**config.mk**
```make
export PLATFORM = sky130hd
export DESIGN_NAME = csv_record_tokenizer
export DESIGN_NICKNAME = d
export VERILOG_FILES = /design/src/sv/csvtok_pkg.sv /design/src/sv/csv_record_tokenizer.sv
export SDC_FILE = /design/constraint.sdc
export NUM_CORES = 1
export LEC_CHECK = 0
export BUFFER_PORTS_ARGS = -buffer_cell sky130_fd_sc_hd__buf_4
export CAP_MARGIN = 10
export CORE_MARGIN = 5
export CORE_UTILIZATION = 63
export CTS_CLUSTER_DIAMETER = 150
export DETAILED_ROUTE_END_ITERATION = 8
export PLACE_DENSITY = 0.89
export SLEW_MARGIN = 10
export SYNTH_ARGS = -nofsm -noshare
export SYNTH_HDL_FRONTEND = slang
export SYNTH_SLANG_ARGS = --single-unit
```
**constraint.sdc**
```tcl
create_clock -name clk -period 8.4 [get_ports clk]
set_clock_uncertainty 0.2 [all_clocks]
set_input_delay 0.84 -clock clk [delete_from_list [all_inputs] [get_ports clk]]
set_output_delay 0.84 -clock clk [all_outputs]
set_load 0.05 [all_outputs]
```
**src/sv/csvtok_pkg.sv**
```systemverilog
package csvtok_pkg;

  localparam int MaxFields = 64;
  localparam int LineBits  = 32;

  localparam int CountBits = $clog2(MaxFields + 1);

  localparam int CfgBits   = 7;
  localparam int FieldBits = 6;
  localparam int RecLineBits = 32;

  localparam logic [CfgBits-1:0]   CfgReset = CfgBits'(5);

  localparam logic [7:0] CharQuote = 8'h22;
  localparam logic [7:0] CharComma = 8'h2c;
  localparam logic [7:0] CharLf    = 8'h0a;

  typedef enum logic [1:0] {
    ST_START    = 2'd0,
    ST_UNQUOTED = 2'd1,
    ST_QUOTED   = 2'd2,
    ST_AFTER    = 2'd3
  } parse_state_t;

  typedef enum logic [1:0] {
    KIND_CONTENT = 2'd0,
    KIND_FIELD   = 2'd1,
    KIND_RECORD  = 2'd2,
    KIND_ERROR   = 2'd3
  } kind_t;

  typedef enum logic [1:0] {
    ERR_JUNK_AFTER_QUOTE = 2'd0,
    ERR_QUOTE_IN_FIELD   = 2'd1,
    ERR_UNCLOSED_QUOTE   = 2'd2,
    ERR_FIELD_COUNT      = 2'd3
  } err_t;

endpackage

```
**src/sv/csv_record_tokenizer.sv**
```systemverilog
// Channel   | Handshake                | Payload
// ----------+--------------------------+-------------------------------------------
// input     | in_valid / in_ready      | mode, data_byte
// output    | out_valid / out_ready    | kind, content_byte, field_number,
//           |                          | record_line, error_code
// config    | cfg_valid / cfg_ready    | cfg_data (expected_fields)
//
// Each input transfer is decided in the cycle it is accepted; its result, if any,
// appears in the output register on the next cycle. One byte per cycle is sustained while out_ready stays high.
// The only limit on rate is the single output register: in_ready is high whenever that
// register is empty or is being drained by an output transfer in the same cycle.
// Reset (rst, synchronous, active high) returns the parser to the start of a text and
// sets expected_fields to 5. The config port is always ready.
module csv_record_tokenizer
  import csvtok_pkg::*;
(
  input  logic                   clk,
  input  logic                   rst,

  input  logic                   in_valid,
  output logic                   in_ready,
  input  logic                   mode,
  input  logic [7:0]             data_byte,

  output logic                   out_valid,
  input  logic                   out_ready,
  output logic [1:0]             kind,
  output logic [7:0]             content_byte,
  output logic [FieldBits-1:0]   field_number,
  output logic [RecLineBits-1:0] record_line,
  output logic [1:0]             error_code,

  input  logic                   cfg_valid,
  output logic                   cfg_ready,
  input  logic [CfgBits-1:0]     cfg_data
);

  // Parser state. The field counter needs one extra bit because it saturates at
  // MaxFields itself, one beyond the largest reported field number.
  parse_state_t          state, state_next;
  logic                  stopped, stopped_next;
  logic                  record_open, record_open_next;
  logic [CountBits-1:0]  field_count, field_count_next;
  logic [LineBits-1:0]   current_line, current_line_next;
  logic [LineBits-1:0]   start_line, start_line_next;
  logic [CfgBits-1:0]    expected_fields;

  logic                  accept;
  logic                  is_quote, is_comma, is_lf;
  logic                  count_bad;
  logic [LineBits-1:0]   line_bumped;

  // Result decided for the transfer being accepted.
  logic                  res_valid;
  kind_t                 res_kind;
  logic [7:0]            res_byte;
  err_t                  res_code;

  assign in_ready  = !out_valid || out_ready;
  assign accept    = in_valid && in_ready;
  assign cfg_ready = 1'b1;

  assign is_quote = (data_byte == CharQuote);
  assign is_comma = (data_byte == CharComma);
  assign is_lf    = (data_byte == CharLf);

  // The record has field_count + 1 fields. A nonzero setting above MaxFields can
  // never be met because the counter saturates there.
  always_comb begin
    count_bad = 1'b0;
    if (expected_fields != '0) begin
      if ({1'b0, expected_fields} > (CfgBits + 1)'(MaxFields)) begin
        count_bad = 1'b1;
      end else begin
        count_bad = ({1'b0, expected_fields} !=
                     ((CfgBits + 1)'(field_count) + (CfgBits + 1)'(1)));
      end
    end
  end

  // Line counter saturates at its all-ones value.
  assign line_bumped = (current_line == '1) ? current_line : current_line + LineBits'(1);

  // Next state.
  always_comb begin
    state_next        = state;
    stopped_next      = stopped;
    record_open_next  = record_open;
    field_count_next  = field_count;
    current_line_next = current_line;
    start_line_next   = start_line;
    if (accept) begin
      if (mode) begin
        // End of text: everything returns to the start of a new text.
        state_next        = ST_START;
        stopped_next      = 1'b0;
        record_open_next  = 1'b0;
        field_count_next  = '0;
        current_line_next = LineBits'(1);
        start_line_next   = LineBits'(1);
      end else if (!stopped) begin
        record_open_next = 1'b1;
        if (state == ST_QUOTED) begin
          if (is_quote) begin
            state_next = ST_AFTER;
          end else if (is_lf) begin
            current_line_next = line_bumped;
          end
        end else if (is_comma) begin
          if (field_count != CountBits'(MaxFields)) begin
            field_count_next = field_count + CountBits'(1);
          end
          state_next = ST_START;
        end else if (is_lf) begin
          if (count_bad) begin
            stopped_next = 1'b1;
          end else begin
            current_line_next = line_bumped;
            start_line_next   = line_bumped;
            field_count_next  = '0;
            record_open_next  = 1'b0;
            state_next        = ST_START;
          end
        end else if (state == ST_AFTER) begin
          if (is_quote) begin
            state_next = ST_QUOTED;
          end else begin
            stopped_next = 1'b1;
          end
        end else if (is_quote) begin
          if (state != ST_START) begin
            stopped_next = 1'b1;
          end else begin
            state_next = ST_QUOTED;
          end
        end else begin
          state_next = ST_UNQUOTED;
        end
      end
    end
  end

  // Result of the accepted transfer, decided from the state before it.
  always_comb begin
    res_valid = 1'b0;
    res_kind  = KIND_CONTENT;
    res_byte  = 8'h00;
    res_code  = ERR_JUNK_AFTER_QUOTE;
    if (mode) begin
      if (!stopped && record_open) begin
        res_valid = 1'b1;
        if (state == ST_QUOTED) begin
          res_kind = KIND_ERROR;
          res_code = ERR_UNCLOSED_QUOTE;
        end else if (count_bad) begin
          res_kind = KIND_ERROR;
          res_code = ERR_FIELD_COUNT;
        end else begin
          res_kind = KIND_RECORD;
        end
      end
    end else if (!stopped) begin
      res_valid = 1'b1;
      if (state == ST_QUOTED) begin
        if (is_quote) begin
          res_valid = 1'b0;
        end else begin
          res_byte = data_byte;
        end
      end else if (is_comma) begin
        res_kind = KIND_FIELD;
      end else if (is_lf) begin
        if (count_bad) begin
          res_kind = KIND_ERROR;
          res_code = ERR_FIELD_COUNT;
        end else begin
          res_kind = KIND_RECORD;
        end
      end else if (state == ST_AFTER) begin
        if (is_quote) begin
          res_byte = data_byte;
        end else begin
          res_kind = KIND_ERROR;
          res_code = ERR_JUNK_AFTER_QUOTE;
        end
      end else if (is_quote) begin
        if (state != ST_START) begin
          res_kind = KIND_ERROR;
          res_code = ERR_QUOTE_IN_FIELD;
        end else begin
          res_valid = 1'b0;
        end
      end else begin
        res_byte = data_byte;
      end
    end
  end

  // Control registers.
  always_ff @(posedge clk) begin
    if (rst) begin
      state           <= ST_START;
      stopped         <= 1'b0;
      record_open     <= 1'b0;
      field_count     <= '0;
      current_line    <= LineBits'(1);
      start_line      <= LineBits'(1);
      expected_fields <= CfgReset;
      out_valid       <= 1'b0;
    end else begin
      state        <= state_next;
      stopped      <= stopped_next;
      record_open  <= record_open_next;
      field_count  <= field_count_next;
      current_line <= current_line_next;
      start_line   <= start_line_next;
      if (cfg_valid && cfg_ready) begin
        expected_fields <= cfg_data;
      end
      if (accept) begin
        out_valid <= res_valid;
      end else if (out_ready) begin
        out_valid <= 1'b0;
      end
    end
  end

  // Output payload register. Field number and line describe the state at the time
  // the result was decided, before this transfer's own update.
  always_ff @(posedge clk) begin
    if (accept) begin
      kind         <= res_kind;
      content_byte <= res_byte;
      error_code   <= (res_kind == KIND_ERROR) ? res_code : ERR_JUNK_AFTER_QUOTE;
      field_number <= (field_count > CountBits'((1 << FieldBits) - 1)) ?
                      '1 : FieldBits'(field_count);
      if (LineBits > RecLineBits) begin
        record_line <= (start_line > LineBits'({RecLineBits{1'b1}})) ?
                       '1 : RecLineBits'(start_line);
      end else begin
        record_line <= RecLineBits'(start_line);
      end
    end
  end

endmodule

```
==> metrics.cfg <==
[outcome]
outcome=complete, no violations

[drt]
drt_iter0_markers=493
via_count=5181
wl_microns=14590
via_per_inst=6.146
first_pass_iters=5
wl_per_cell_microns=17.31
postRouteAntennaNets=0
drc=0

[min_path]
whs_path_depth=0
hold_path.class=register to register

[floorplanning]
die-area_sq_mm=0.01190
die_x_microns=109.1
die_h_microns=109.1
core_sq_mm=0.009684
ios=74
rows=36
initial_core_util_pct=63.86

[power_and_ir_drop]
p_leak_nw=2.722
vdd_drop_max_mv=0.1683
total_power_mw=1.540
power.density_mw_per_mm2=211.8

[clock_network]
postCtsSetupBuffers=0
postCtsHoldBufs=0
cts_sinks=133
cts-root-buf=clkbuf_8
cts.htree.levels=4
cts_tree=done
cts_buffers=17
cts-resized-gates=0
clkTransAtPathRegs_ns=0.06
insertion_delay_ns=0.53
clk_path_buf_depth=2

[placement]
placed_cell_area_sq_mm=0.006693
routabilityCongestion=0.8999
pre_cts_ws_ns=4.522
port_buffers=72
hpwl_microns=9556

[layout]
nNetsFinal=721
drive_gt1_share_pct=18.17
area_growth_pct=17.58
final_area_sq_mm=0.007272
diodes=0

[setup_path]
slowest_stage=nand3_1
path_delay_family=simple AND/OR/NAND/NOR gates
path_class=register to register
path_max_fanout=29
crit_buf_inv=0
cp.arrival_ns=3.96
max_stage_delay_ns=0.86
startpoint_type=register
crit_required_ns=8.60
setup.worst_path.end_class=register
reg2reg_depth=9
path_cells=ha_1 -> nand3_1 -> or3_1 -> a211oi_1 -> o2111ai_1 -> o31ai_1 -> nand3_1 -> a21oi_1 -> a21oi_1
cp_num_cells=9

[grt]
grt_usage_pct=25.94
grt_pass1_wl_microns=24140
grt_overflow=0
grt_antenna_before_repair=0
grt_start_max_net_pins=53
grt_pass1_vias=4849

[run]
cap_violations=0

[timing]
fmax_ghz=0.2662
hold_viol=0
drv_slew=0
tns_ns=0
rsz0062_at_grt=no
setup-violations-final=0
slew_headroom_pct=24.29
fin_crit_ns=3.757
tightest_slew_ns=1.134
fin_ws_ns=4.643
period_share_pct=44.72

[synth]
synth_top_area_share_pct=26.87
synth.avg_cell_area_sq_um=9.559
ys_async_sr_fraction_pct=0
synthFlopType=dfxtp_1
synth_cell_types=61
synth_edf_count=50
synth_sequential_area_ratio_pct=51.14
synthTopCellsByArea=dfxtp_1, edfxtp_1, nand2_1, o21ai_0, nor2_1
syn_nets=671
synth_area_sq_mm=0.006185
synth_top_area_cell=dfxtp_1
synth_warnings=0
ys_ff_latch=133
netlist_instances=647

metal layers:
metal | part of all wire [%] | wire length [microns] | global-route usage [%] | vias up
met4 | 2.9 | 421 | 12.44 | 0
met2 | 47 | 6824 | 40.31 | 289
met5 | 0 | 0 | 0 | -
met1 | 42 | 6095 | 34.55 | 2412
met3 | 8.6 | 1249 | 5.565 | 43
li1 | - | - | - | 2437
report_power, final:
part / switching, mW / total, mW / internal, mW
Clock: 0.273 / 0.725 / 0.452
Sequential: 0.00694 / 0.691 / 0.684
Combinational: 0.0900 / 0.125 / 0.0347
Total: 0.370 / 1.54 / 1.17
synthesized netlist by cell type, types with 3 or more instances:
cell      instances
and2_1           14
a31oi_1           5
or3_1             4
o22ai_1           4
dfxtp_1          83
o41ai_1           3
buf_1             5
nor2_1           47
a21oi_1          23
or4_1             3
xor2_1           18
nand3_2           4
a22oi_1           5
or2_2             7
o211ai_1         16
and3_1           11
nor2b_1           4
buf_4             3
nand4_1          14
nand2_1          78
clkbuf_1         22
xnor2_1          19
a211oi_1          4
a311oi_1          3
buf_2             8
edfxtp_1         50
buf_6             5
nand3_1          27
nor3_1           11
inv_1            19
o21ai_0          48
nand2b_1          5
a31o_2            3
o21a_1            3
nor4_1            4
ha_1              3
mux2i_1          10
o31ai_1          18
nand4b_1          3
sequential cells by signal, summed over array words and instances (netlist names), 2 cells and up:
register,cells
state,2
field_number,6
kind,2
expected_fields,7
record_line,32
error_code,2
current_line,32
start_line,32
field_count,7
content_byte,8
final cells by class:
class / instances / area, sq um
sequential: 133 / 3163
timing repair buffer: 74 / 555.5
tap: 133 / 166.4
clock buffer: 19 / 421.7
fill: 666 / 2412
clock inverter: 13 / 157.7
inverter: 19 / 71.32
multi-input combinational: 452 / 2736
through the flow:
stage	utilization (%)	hold slack, ns	instances
after floorplan	-	0.2079	647
after global routing	75.09	0.2432	843
after global placement	69.11	0.2142	811
final	75.09	0.2299	843
after CTS	75.09	0.2299	843
after detailed placement	69.11	0.2145	811
final timing paths:
check                               startpoint        endpoint  slack, ns
worst max register to register  field_count[0]   start_line[0]       4.64
worst min register to register   start_line[4]  record_line[4]       0.23
worst min-delay path             start_line[4]  record_line[4]       0.23
worst max-delay path            field_count[0]   start_line[0]       4.64
kinds of logic after synthesis:
| family | share of synthesized area, % |
|---|---|
| xor+xnor | 5.240 |
| simple gates | 21.30 |
| other cells | 0.06063 |
| buf+inv | 4.714 |
| mux | 1.619 |
| compound gates | 15.32 |
| fa+ha+maj | 0.6070 |
| flops | 51.14 |
layout by cell type, fill, tap and decap left out, types with 18 or more instances in the layout:
cell / n
edfxtp_1: 50
buf_4: 74
nand3_1: 27
nor2_1: 47
inv_1: 18
nand2_1: 78
o21ai_0: 48
a21oi_1: 23
dfxtp_1: 83
xor2_1: 18
o31ai_1: 18
xnor2_1: 19
Note: power is estimated with default switching activity, not from simulation.
